--- config.mk ---
export PLATFORM = sky130hd
export DESIGN_NAME = arp_cache_table_with_aging_flat
export DESIGN_NICKNAME = d
export VERILOG_FILES = /design/src/rtl/arp_pkg.sv /design/src/rtl/arp_in_if.sv /design/src/rtl/arp_out_if.sv /design/src/rtl/arp_ram.sv /design/src/rtl/arp_cache_table_with_aging.sv /design/src/flat_wrapper.sv
export SDC_FILE = /design/constraint.sdc
export NUM_CORES = 2
export LEC_CHECK = 0
export BUFFER_PORTS_ARGS = -buffer_cell sky130_fd_sc_hd__buf_2
export CORE_AREA = 3 3 477 479
export DETAILED_ROUTE_END_ITERATION = 10
export DIE_AREA = 0 0 480 482
export PLACE_DENSITY = 0.73
export SYNTH_ARGS = -nofsm -noshare
export SYNTH_HDL_FRONTEND = slang
export SYNTH_SLANG_ARGS = --single-unit
--- constraint.sdc ---
create_clock -name clk -period 8.1 [get_ports clk]
set_input_delay 1.62 -clock clk [delete_from_list [all_inputs] [get_ports clk]]
set_output_delay 1.62 -clock clk [all_outputs]
set_load 0.05 [all_outputs]
--- src/rtl/arp_pkg.sv ---
`default_nettype none

package arp_pkg;

  localparam int ENTRIES_DEF = 32;

  localparam int FUNC_W  = 2;
  localparam int IP_W    = 32;
  localparam int MAC_W   = 48;
  localparam int AGE_W   = 8;
  localparam int SLOT_W  = 5;
  localparam int EXP_W   = 6;
  localparam int LFSR_W  = 16;
  localparam int WORD_W  = IP_W + MAC_W + AGE_W;

  localparam logic [LFSR_W-1:0] LFSR_SEED   = 16'hACE1;
  localparam logic [AGE_W-1:0]  AGE_MAX     = 8'hFF;
  localparam logic [AGE_W-1:0]  TIMEOUT_RST = 8'd15;

  localparam int CFG_DW = 32;
  localparam int CFG_AW = 2;
  localparam logic [CFG_AW-1:0] ADDR_TIMEOUT = 2'd0;

  typedef enum logic [FUNC_W-1:0] {
    FN_LOOKUP = 2'd0,
    FN_INSERT = 2'd1,
    FN_TICK   = 2'd2
  } func_t;

  typedef enum logic [2:0] {
    ST_IDLE,
    ST_SCAN,
    ST_DECIDE,
    ST_MOD,
    ST_WRITE,
    ST_DONE
  } state_t;

  // x^16+x^14+x^13+x^11+1, Fibonacci form, shifting right
  function automatic logic [LFSR_W-1:0] lfsr_next(input logic [LFSR_W-1:0] v);
    logic fb;
    fb = v[0] ^ v[2] ^ v[3] ^ v[5];
    return {fb, v[LFSR_W-1:1]};
  endfunction

endpackage

`default_nettype wire

--- src/rtl/arp_in_if.sv ---
`default_nettype none

interface arp_in_if;
  logic                         valid;
  logic                         ready;
  logic [arp_pkg::FUNC_W-1:0]   func;
  logic [arp_pkg::IP_W-1:0]     ip_addr;
  logic [arp_pkg::MAC_W-1:0]    mac_addr;

  modport source (output valid, func, ip_addr, mac_addr, input ready);
  modport sink   (input valid, func, ip_addr, mac_addr, output ready);
endinterface

`default_nettype wire

--- src/rtl/arp_out_if.sv ---
`default_nettype none

interface arp_out_if;
  logic                         valid;
  logic                         ready;
  logic                         hit;
  logic [arp_pkg::MAC_W-1:0]    mac_out;
  logic [arp_pkg::SLOT_W-1:0]   slot_index;
  logic [arp_pkg::EXP_W-1:0]    expired_count;

  modport source (output valid, hit, mac_out, slot_index, expired_count, input ready);
  modport sink   (input valid, hit, mac_out, slot_index, expired_count, output ready);
endinterface

`default_nettype wire

--- src/rtl/arp_ram.sv ---
`default_nettype none

module arp_ram #(
  parameter int WIDTH = arp_pkg::WORD_W,
  parameter int DEPTH = arp_pkg::ENTRIES_DEF
) (
  input  wire logic                     clk,
  input  wire logic                     we,
  input  wire logic [$clog2(DEPTH)-1:0] waddr,
  input  wire logic [WIDTH-1:0]         wdata,
  input  wire logic [$clog2(DEPTH)-1:0] raddr,
  output logic      [WIDTH-1:0]         rdata
);

  logic [WIDTH-1:0] mem [DEPTH];

  always_ff @(posedge clk) begin
    if (we) begin
      mem[waddr] <= wdata;
    end
    rdata <= mem[raddr];
  end

endmodule

`default_nettype wire

--- src/rtl/arp_cache_table_with_aging.sv ---
`default_nettype none

// ARP cache: ENTRIES slots mapping IPv4 addresses to MAC addresses, with aging.
// in_ch carries one item per valid/ready handshake: func (lookup, insert or
// one-second tick), ip_addr and mac_addr. out_ch returns exactly one result
// per item: hit, mac_out, slot_index and expired_count.
// Every lookup, insert or tick walks the whole entry RAM through one read port,
// one slot per cycle, and a single compare unit inspects each slot as it comes back.
// States each item passes through after it is accepted:
//   lookup miss, tick    SCAN, DECIDE, DONE
//   lookup hit, insert   SCAN, DECIDE, WRITE, DONE
//   insert that evicts   SCAN, DECIDE, MOD, WRITE, DONE  (one reciprocal remainder step)
//   unused function code DONE
// A result turns valid in the same cycle as in_ch.ready returns.
// The block takes one item at a time; in_ch.ready is high only while idle.
// A finished result sits in the output register; the next item may be
// accepted while it waits, and a stalled receiver holds the block only once
// the following result is ready to be loaded.
// Reset (rst_n low, synchronous) empties the table, seeds the victim LFSR
// with 0xACE1 and sets entry_timeout to 15. Slots never written read as IP 0.
// entry_timeout lives at APB address 0; pready is always high.

module arp_cache_table_with_aging #(
  parameter int ENTRIES = arp_pkg::ENTRIES_DEF
) (
  input  wire logic                        clk,
  input  wire logic                        rst_n,
  arp_in_if.sink                           in_ch,
  arp_out_if.source                        out_ch,
  input  wire logic                        psel,
  input  wire logic                        penable,
  input  wire logic                        pwrite,
  input  wire logic [arp_pkg::CFG_AW-1:0]  paddr,
  input  wire logic [arp_pkg::CFG_DW-1:0]  pwdata,
  output logic      [arp_pkg::CFG_DW-1:0]  prdata,
  output logic                             pready
);

  localparam int IdxW  = $clog2(ENTRIES);
  localparam int CntW  = $clog2(ENTRIES + 1);
  localparam int IpW   = arp_pkg::IP_W;
  localparam int MacW  = arp_pkg::MAC_W;
  localparam int AgeW  = arp_pkg::AGE_W;
  localparam int WordW = arp_pkg::WORD_W;
  localparam int LfsrW = arp_pkg::LFSR_W;
  localparam int SlotW = arp_pkg::SLOT_W;
  localparam int ExpW  = arp_pkg::EXP_W;
  localparam int CfgDW = arp_pkg::CFG_DW;

  // Reciprocal of ENTRIES, exact for every 16-bit LFSR value
  localparam int RecipSh = LfsrW + $clog2(ENTRIES);
  localparam int RecipM  = ((1 << RecipSh) + ENTRIES - 1) / ENTRIES;
  localparam int ProdW   = RecipSh + LfsrW;

  // ---------------------------------------------------------------------------
  // State
  // ---------------------------------------------------------------------------
  arp_pkg::state_t state_r, state_nxt;

  logic [arp_pkg::FUNC_W-1:0] op_func_r;
  logic [IpW-1:0]             op_ip_r;
  logic [MacW-1:0]            op_mac_r;

  logic [CntW-1:0]    rd_cnt_r;      // next slot to read
  logic               cmp_vld_r;     // RAM data for cmp_idx_r is present
  logic [IdxW-1:0]    cmp_idx_r;

  logic [ENTRIES-1:0] valid_r;
  logic [ENTRIES-1:0] written_r;     // slot holds stored data, else reads as zero

  logic               found_r;
  logic               free_found_r;
  logic [IdxW-1:0]    slot_r;
  logic [IdxW-1:0]    free_slot_r;
  logic [MacW-1:0]    mac_r;
  logic [CntW-1:0]    exp_cnt_r;

  logic [LfsrW-1:0]   lfsr_r;
  logic [LfsrW-1:0]   quo_r;

  logic [AgeW-1:0]    timeout_r;

  logic               out_valid_r;
  logic               out_hit_r;
  logic [MacW-1:0]    out_mac_r;
  logic [SlotW-1:0]   out_slot_r;
  logic [ExpW-1:0]    out_exp_r;

  // ---------------------------------------------------------------------------
  // Entry RAM: {ip, mac, age} per slot
  // ---------------------------------------------------------------------------
  logic              ram_we;
  logic [IdxW-1:0]   ram_waddr;
  logic [WordW-1:0]  ram_wdata;
  logic [WordW-1:0]  ram_rdata;

  arp_ram #(
    .WIDTH (WordW),
    .DEPTH (ENTRIES)
  ) u_ram (
    .clk   (clk),
    .we    (ram_we),
    .waddr (ram_waddr),
    .wdata (ram_wdata),
    .raddr (rd_cnt_r[IdxW-1:0]),
    .rdata (ram_rdata)
  );

  // ---------------------------------------------------------------------------
  // Compare unit: inspect the slot that just came out of the RAM
  // ---------------------------------------------------------------------------
  logic            ent_written;
  logic            ent_valid;
  logic [IpW-1:0]  ent_ip;
  logic [MacW-1:0] ent_mac;
  logic [AgeW-1:0] ent_age;
  logic [AgeW-1:0] age_inc;
  logic            ip_eq;
  logic            age_exp;
  logic            scan_last;
  logic            is_lookup;
  logic            is_insert;
  logic            is_tick;

  assign ent_written = written_r[cmp_idx_r];
  assign ent_valid   = valid_r[cmp_idx_r];
  assign ent_ip      = ent_written ? ram_rdata[WordW-1 -: IpW] : '0;
  assign ent_mac     = ent_written ? ram_rdata[AgeW +: MacW] : '0;
  assign ent_age     = ent_written ? ram_rdata[AgeW-1:0] : '0;
  // saturate at 255
  assign age_inc     = (ent_age == arp_pkg::AGE_MAX) ? ent_age : ent_age + AgeW'(1);
  assign ip_eq       = (ent_ip == op_ip_r);
  assign age_exp     = (age_inc > timeout_r);
  assign scan_last   = cmp_vld_r && (cmp_idx_r == IdxW'(ENTRIES - 1));

  assign is_lookup = (op_func_r == arp_pkg::FN_LOOKUP);
  assign is_insert = (op_func_r == arp_pkg::FN_INSERT);
  assign is_tick   = (op_func_r == arp_pkg::FN_TICK);

  // Victim slot: quotient by reciprocal multiply, then subtract quotient * ENTRIES
  logic [ProdW-1:0] recip_prod;
  logic [LfsrW-1:0] mod_prod;
  logic [LfsrW-1:0] rem_nxt;

  assign recip_prod = ProdW'(lfsr_r) * ProdW'(RecipM);
  assign mod_prod   = quo_r * LfsrW'(ENTRIES);
  assign rem_nxt    = lfsr_r - mod_prod;

  // ---------------------------------------------------------------------------
  // Sequencer: next state
  // ---------------------------------------------------------------------------
  logic in_acc;
  logic res_load;

  assign in_acc = in_ch.valid && in_ch.ready;

  always_comb begin
    state_nxt = state_r;
    case (state_r)
      arp_pkg::ST_IDLE: begin
        if (in_acc) begin
          if (in_ch.func inside {arp_pkg::FN_LOOKUP, arp_pkg::FN_INSERT,
                                 arp_pkg::FN_TICK}) begin
            state_nxt = arp_pkg::ST_SCAN;
          end else begin
            state_nxt = arp_pkg::ST_DONE;
          end
        end
      end
      arp_pkg::ST_SCAN: begin
        if (scan_last) begin
          state_nxt = arp_pkg::ST_DECIDE;
        end
      end
      arp_pkg::ST_DECIDE: begin
        if (is_lookup) begin
          state_nxt = found_r ? arp_pkg::ST_WRITE : arp_pkg::ST_DONE;
        end else if (is_insert) begin
          state_nxt = (found_r || free_found_r) ? arp_pkg::ST_WRITE : arp_pkg::ST_MOD;
        end else begin
          state_nxt = arp_pkg::ST_DONE;
        end
      end
      arp_pkg::ST_MOD: begin
        state_nxt = arp_pkg::ST_WRITE;
      end
      arp_pkg::ST_WRITE: begin
        state_nxt = arp_pkg::ST_DONE;
      end
      arp_pkg::ST_DONE: begin
        if (res_load) begin
          state_nxt = arp_pkg::ST_IDLE;
        end
      end
      default: begin
        state_nxt = arp_pkg::ST_IDLE;
      end
    endcase
  end

  // ---------------------------------------------------------------------------
  // Sequencer: outputs
  // ---------------------------------------------------------------------------
  always_comb begin
    ram_we    = 1'b0;
    ram_waddr = cmp_idx_r;
    ram_wdata = {ent_ip, ent_mac, age_inc};
    res_load  = 1'b0;
    case (state_r)
      arp_pkg::ST_SCAN: begin
        // on a tick, age each valid slot in place as it streams past
        ram_we = cmp_vld_r && is_tick && ent_valid;
      end
      arp_pkg::ST_WRITE: begin
        ram_we    = 1'b1;
        ram_waddr = slot_r;
        ram_wdata = {op_ip_r, (is_lookup ? mac_r : op_mac_r), AgeW'(0)};
      end
      arp_pkg::ST_DONE: begin
        res_load = !out_valid_r || out_ch.ready;
      end
      default: begin
        ram_we = 1'b0;
      end
    endcase
  end

  // ---------------------------------------------------------------------------
  // Control registers
  // ---------------------------------------------------------------------------
  logic cfg_wr;

  assign cfg_wr = psel && penable && pwrite && pready && (paddr == arp_pkg::ADDR_TIMEOUT);

  always_ff @(posedge clk) begin
    if (!rst_n) begin
      state_r     <= arp_pkg::ST_IDLE;
      valid_r     <= '0;
      written_r   <= '0;
      lfsr_r      <= arp_pkg::LFSR_SEED;
      timeout_r   <= arp_pkg::TIMEOUT_RST;
      out_valid_r <= 1'b0;
    end else begin
      state_r <= state_nxt;

      if (cfg_wr) begin
        timeout_r <= pwdata[AgeW-1:0];
      end

      // drop slots whose age passed the timeout
      if (state_r == arp_pkg::ST_SCAN && cmp_vld_r && is_tick && ent_valid && age_exp) begin
        valid_r[cmp_idx_r] <= 1'b0;
      end

      if (state_r == arp_pkg::ST_WRITE && is_insert) begin
        valid_r[slot_r]   <= 1'b1;
        written_r[slot_r] <= 1'b1;
      end

      // advance the LFSR only when it picked the victim
      if (state_r == arp_pkg::ST_MOD) begin
        lfsr_r <= arp_pkg::lfsr_next(lfsr_r);
      end

      if (res_load) begin
        out_valid_r <= 1'b1;
      end else if (out_ch.ready) begin
        out_valid_r <= 1'b0;
      end
    end
  end

  // ---------------------------------------------------------------------------
  // Datapath registers
  // ---------------------------------------------------------------------------
  always_ff @(posedge clk) begin
    case (state_r)
      arp_pkg::ST_IDLE: begin
        if (in_acc) begin
          op_func_r    <= in_ch.func;
          op_ip_r      <= in_ch.ip_addr;
          op_mac_r     <= in_ch.mac_addr;
          rd_cnt_r     <= '0;
          cmp_vld_r    <= 1'b0;
          cmp_idx_r    <= '0;
          found_r      <= 1'b0;
          free_found_r <= 1'b0;
          slot_r       <= '0;
          free_slot_r  <= '0;
          mac_r        <= '0;
          exp_cnt_r    <= '0;
        end
      end
      arp_pkg::ST_SCAN: begin
        // issue reads ahead, compare each slot in the cycle after its read
        if (rd_cnt_r < CntW'(ENTRIES)) begin
          rd_cnt_r  <= rd_cnt_r + CntW'(1);
          cmp_vld_r <= 1'b1;
          cmp_idx_r <= rd_cnt_r[IdxW-1:0];
        end else begin
          cmp_vld_r <= 1'b0;
        end
        if (cmp_vld_r) begin
          if (is_lookup && ent_valid && ip_eq && !found_r) begin
            found_r <= 1'b1;
            slot_r  <= cmp_idx_r;
            mac_r   <= ent_mac;
          end
          if (is_insert && ip_eq && !found_r) begin
            found_r <= 1'b1;
            slot_r  <= cmp_idx_r;
          end
          if (is_insert && !ent_valid && !free_found_r) begin
            free_found_r <= 1'b1;
            free_slot_r  <= cmp_idx_r;
          end
          if (is_tick && ent_valid && age_exp) begin
            exp_cnt_r <= exp_cnt_r + CntW'(1);
          end
        end
      end
      arp_pkg::ST_DECIDE: begin
        if (is_insert && !found_r) begin
          slot_r <= free_slot_r;
        end
        quo_r <= recip_prod[RecipSh +: LfsrW];
      end
      arp_pkg::ST_MOD: begin
        slot_r <= rem_nxt[IdxW-1:0];
      end
      default: begin
        quo_r <= quo_r;
      end
    endcase

    if (res_load) begin
      out_hit_r  <= is_lookup && found_r;
      out_mac_r  <= (is_lookup && found_r) ? mac_r : '0;
      out_slot_r <= ((is_lookup && found_r) || is_insert) ? SlotW'(slot_r) : '0;
      out_exp_r  <= is_tick ? ExpW'(exp_cnt_r) : '0;
    end
  end

  // ---------------------------------------------------------------------------
  // Ports
  // ---------------------------------------------------------------------------
  assign in_ch.ready          = (state_r == arp_pkg::ST_IDLE);
  assign out_ch.valid         = out_valid_r;
  assign out_ch.hit           = out_hit_r;
  assign out_ch.mac_out       = out_mac_r;
  assign out_ch.slot_index    = out_slot_r;
  assign out_ch.expired_count = out_exp_r;

  assign pready = 1'b1;
  assign prdata = (paddr == arp_pkg::ADDR_TIMEOUT) ? CfgDW'(timeout_r) : '0;

  // ---------------------------------------------------------------------------
  // Assertions
  // ---------------------------------------------------------------------------
  a_busy_after_accept: assert property (@(posedge clk) disable iff (!rst_n)
    in_acc |=> !in_ch.ready)
    else $error("block took an item while still working on one");

  a_load_into_free_reg: assert property (@(posedge clk) disable iff (!rst_n)
    res_load |-> (!out_valid_r || out_ch.ready))
    else $error("result loaded over one not yet taken");

  a_valid_implies_written: assert property (@(posedge clk) disable iff (!rst_n)
    (valid_r & ~written_r) == '0)
    else $error("valid slot never written");

  a_hit_not_tick: assert property (@(posedge clk) disable iff (!rst_n)
    (out_ch.valid && out_ch.hit) |-> (out_ch.expired_count == '0))
    else $error("result reports both a hit and expired entries");

endmodule

`default_nettype wire

--- src/flat_wrapper.sv ---
// flat-port wrapper written by rule: the top's interface ports become plain ports
module arp_cache_table_with_aging_flat 
#(
  parameter int ENTRIES = arp_pkg::ENTRIES_DEF
)
  (clk, rst_n, psel, penable, pwrite, paddr, pwdata, prdata, pready, in_ch_valid, in_ch_func, in_ch_ip_addr, in_ch_mac_addr, in_ch_ready, out_ch_valid, out_ch_hit, out_ch_mac_out, out_ch_slot_index, out_ch_expired_count, out_ch_ready);
  arp_in_if in_ch_i ();
  arp_out_if out_ch_i ();
  input  wire logic clk;
  input  wire logic rst_n;
  input  wire logic psel;
  input  wire logic penable;
  input  wire logic pwrite;
  input  wire logic [arp_pkg::CFG_AW-1:0] paddr;
  input  wire logic [arp_pkg::CFG_DW-1:0] pwdata;
  output logic      [arp_pkg::CFG_DW-1:0] prdata;
  output logic pready;
  input wire logic [$bits(in_ch_i.valid)-1:0] in_ch_valid;
  input wire logic [$bits(in_ch_i.func)-1:0] in_ch_func;
  input wire logic [$bits(in_ch_i.ip_addr)-1:0] in_ch_ip_addr;
  input wire logic [$bits(in_ch_i.mac_addr)-1:0] in_ch_mac_addr;
  output wire logic [$bits(in_ch_i.ready)-1:0] in_ch_ready;
  output wire logic [$bits(out_ch_i.valid)-1:0] out_ch_valid;
  output wire logic [$bits(out_ch_i.hit)-1:0] out_ch_hit;
  output wire logic [$bits(out_ch_i.mac_out)-1:0] out_ch_mac_out;
  output wire logic [$bits(out_ch_i.slot_index)-1:0] out_ch_slot_index;
  output wire logic [$bits(out_ch_i.expired_count)-1:0] out_ch_expired_count;
  input wire logic [$bits(out_ch_i.ready)-1:0] out_ch_ready;
  assign in_ch_i.valid = in_ch_valid;
  assign in_ch_i.func = in_ch_func;
  assign in_ch_i.ip_addr = in_ch_ip_addr;
  assign in_ch_i.mac_addr = in_ch_mac_addr;
  assign in_ch_ready = in_ch_i.ready;
  assign out_ch_valid = out_ch_i.valid;
  assign out_ch_hit = out_ch_i.hit;
  assign out_ch_mac_out = out_ch_i.mac_out;
  assign out_ch_slot_index = out_ch_i.slot_index;
  assign out_ch_expired_count = out_ch_i.expired_count;
  assign out_ch_i.ready = out_ch_ready;
  arp_cache_table_with_aging #(.ENTRIES(ENTRIES)) u_core (.clk(clk), .rst_n(rst_n), .in_ch(in_ch_i), .out_ch(out_ch_i), .psel(psel), .penable(penable), .pwrite(pwrite), .paddr(paddr), .pwdata(pwdata), .prdata(prdata), .pready(pready));
endmodule
==> out/results.ini <==
[global_route]
grt_usage = 0.258
grt_start_max_net_pins = 147
antenna_found_initial = 9
grt-ovfl-total = 0
grt_pass1_vias = 59300
grt_pass1_wl_um = 427000

[worst_setup_path]
cp-start-kind = flip-flop
end_kind = flip-flop
slowest_delay_ns = 0.95
critPathRequiredTime_ns = 8.87
crit_slowest_cell = edfxtp_1
endpoint = u_core.valid_r[18]
cp_cell_sequence = nand2b_1 > o22ai_1 > a2111oi_1 > o211ai_1 > buf_4 > and2_1 > ha_1 > nand2_1 > nor2_1 > nand3_1 > nand2_1 > o21ai_0 > a21oi_1 > ha_1 > nand4_1 > o21bai_1 > a21oi_1 > nand4b_1 > o21ai_1 > a21boi_1
r2r-start = u_core.cmp_idx_r[1]
crit_type = flip-flop to flip-flop
cp_num_buf_inv = 1
crit_family = compound AO/OA/AOI/OAI gates
reg2reg_setup_slack_ns = 1.96
r2r_end = u_core.valid_r[18]
reg2regPathDepth = 20
crit_start = u_core.cmp_idx_r[1]
path_depth = 20
crit_arrival_ns = 6.91
crit_fanout = 25

[cts]
clk-insertion-delay-late_ns = 0.96
h-tree-depth = 5
cts_buffer_depth = 4
clock-sinks = 3216
numCtsBuffers = 328
cts-root-buf = clkbuf_16
cts_resized = 0
cts_hold_buf = 0
cts_tree = done
cts_setup_buffers = 0
clkSlewWorstSetupHoldPaths_ns = 0.06

[sta]
fmax_mhz = 163
rsz0062_at_grt = no
finalCriticalPeriod_ns = 6.14
clock_skew_ns = 0.0770
setup_viol = 0
hold_slack_ns = 0.468
maxSlewViolCount = 0
relSlewSlack = 0.0512
tns_ns = 0
final_hold_viol_count = 0
period_share = 0.758
worstMarginPinSlew_ns = 1.42

[place]
gp_congestion = 0.771
detailed_place_hpwl_um = 141000
portBuffers = 168

[finish]
fin_util = 0.619
areaGrowthSynthToFinish_pct = 12.7
fin_nets = 5962
layout-drive-gt1-share = 0.304
nFillCells = 14600

[logic_synthesis]
synthCells = 5497
synth_seq_area_share = 0.771
synth_common_cells = edfxtp_1 (3036), mux4_2 (887), clkbuf_1 (257)
ys.flop_type = edfxtp_1
synth.largest_area_cell = edfxtp_1
synth_most_common_cell = edfxtp_1
yosys-top-cells-area = edfxtp_1 (74%), mux4_2 (16%), dfxtp_1 (2.9%)
yosys_warnings = 0
synthesis.area_um2 = 123000
syn_avg_cell_area_um2 = 22.4
synth-edff-count = 3036
synth_seq_cells = 3216
synth_cell_type_count = 60
synth_top_area_frac = 0.741
ys_async_sr_fraction = 0

[run]
drv_cap = 0

[routing]
wl_um = 296000
ant_nets = 0
avgRoutedWirePerCell_um = 32.6
initialDrtViolationCount = 8617
firstDrtPassIters = 6
drc = 0
vias = 59400
viasPerCell = 6.54

[floorplanning]
die-area_um2 = 231000
chipHeight_um = 482
start_util = 0.549
rows = 174
pin_count = 218
die_w_um = 480
core_area_um2 = 224000

[hold_path]
worstHoldPathType = flip-flop to flip-flop

[power_and_ir_drop]
vdd_ir_drop_max_v = 0.000303
power.leakage_nw = 44.4
p_per_area_nw_per_um2 = 346
total_power_mw = 47.9

[run_status]
status = complete, no violations

-- through the flow --
stage	instances	cell area [um^2]	setup WS, ns
final	9074	139000	1.96
after global routing	9071	139000	1.66
after CTS	9070	139000	2.06
after detailed placement	8490	128000	2.09
after global placement	8490	128000	2.14
after floorplan	5520	123000	1.06
-- sequential cells by signal, indices dropped and copies added, names as in the netlist --
signal,count
u_core.out_ch.mac_out,48
u_core.u_ram.mem,2816
u_core.state_r,3
u_core.free_slot_r,5
u_core.op_func_r,2
u_core.out_ch.hit,1
u_core.cmp_vld_r,1
u_core.mac_r,48
u_core.free_found_r,1
u_core.timeout_r,8
u_core.found_r,1
u_core.cmp_idx_r,5
u_core.u_ram.rdata,88
u_core.valid_r,32
u_core.out_ch.expired_count,6
u_core.exp_cnt_r,6
u_core.rd_cnt_r,6
u_core.op_mac_r,48
u_core.out_ch.slot_index,5
u_core.written_r,32
u_core.lfsr_r,16
u_core.out_ch.valid,1
u_core.op_ip_r,32
u_core.slot_r,5
-- worst min-delay path by stage --
stage                    startpoint                   end  slack (ns)  cells past startpoint
6_report           u_core.lfsr_r[6]      u_core.lfsr_r[5]        0.47                      2
5_1_grt           u_core.lfsr_r[13]     u_core.lfsr_r[13]        0.48                      2
4_1_cts           u_core.lfsr_r[13]     u_core.lfsr_r[13]        0.47                      2
3_5_place_dp       u_core.lfsr_r[6]      u_core.lfsr_r[5]        0.46                      2
3_3_place_gp      u_core.lfsr_r[11]     u_core.lfsr_r[11]        0.45                      2
2_1_floorplan  u_core.written_r[28]  u_core.written_r[28]        0.44                      1
-- area by class of cell --
cell class,instances,area (um^2),area share
clock inverter,150,1320,0.00949
clock buffer,430,8980,0.0648
sequential,3216,94800,0.684
multi-input combinational,1955,27500,0.198
inverter,14,56.3,0.000406
tap,2992,3740,0.0270
antenna,4,10.0,0.0000722
timing repair buffer,313,2240,0.0162
-- cells by family (layout without fill, tap and decap cells) --
logic type / count (synthesis) / after routing / synth area share
XOR/XNOR: 47 / 47 / 0.00335
AND/OR/NAND/NOR: 560 / 560 / 0.0223
adder cells (fa/ha/maj): 11 / 11 / 0.00112
buffers and inverters: 349 / 907 / 0.0118
flip-flops: 3216 / 3216 / 0.771
other: 2 / 29 / 0.0000611
AO/OA/AOI/OAI: 261 / 261 / 0.0135
multiplexers: 1051 / 1051 / 0.177
-- worst register-to-register path: stages (launching register included) --
cell       delay, ns
edfxtp_1        0.95
nand2b_1        0.29
o22ai_1         0.11
a2111oi_1       0.62
o211ai_1        0.22
buf_4           0.31
and2_1          0.25
ha_1            0.24
nand2_1         0.12
nor2_1          0.06
nand3_1         0.19
nand2_1         0.14
o21ai_0         0.31
a21oi_1         0.13
ha_1            0.30
nand4_1         0.12
o21bai_1        0.18
a21oi_1         0.53
nand4b_1        0.55
o21ai_1         0.31
a21boi_1        0.09
-- power breakdown --
group          internal, mW  total, mW  switching [mW]
Clock                  8.49       14.6            6.09
Combinational          5.32       12.0            6.70
Sequential             20.7       21.3           0.575
Total                  34.5       47.9            13.4
-- placed cells by master (no fill, tap or decap), types with 10 or more instances in the layout --
master	count
nand2_1	207
and3_1	101
nor2_1	49
nor2_4	33
clkinvlp_4	10
nor3_1	19
clkbuf_1	70
xor2_1	39
dfxtp_1	180
clkinv_2	52
buf_4	120
and2_1	30
o22ai_2	41
clkbuf_8	26
o22ai_1	12
bufinv_16	22
inv_1	12
nand3_1	23
edfxtp_1	3036
o21ai_1	57
clkbuf_16	334
clkinv_1	57
mux4_2	887
conb_1	25
nand4_1	11
o21ai_0	11
nor4_1	11
nor2b_1	43
buf_2	168
ha_1	11
a21oi_1	41
buf_12	25
o32ai_1	15
a21boi_0	10
a21boi_1	31
mux2i_1	68
mux2_2	92
-- layer usage --
metal | wire [um] | track usage | share of wire
met3 | 28700 | 0.0477 | 0.097
met5 | 27 | 0 | 0.000091
met1 | 113000 | 0.370 | 0.38
met4 | 8390 | 0.0755 | 0.028
met2 | 146000 | 0.412 | 0.49
No activity file was read; power rests on OpenSTA's default activity.
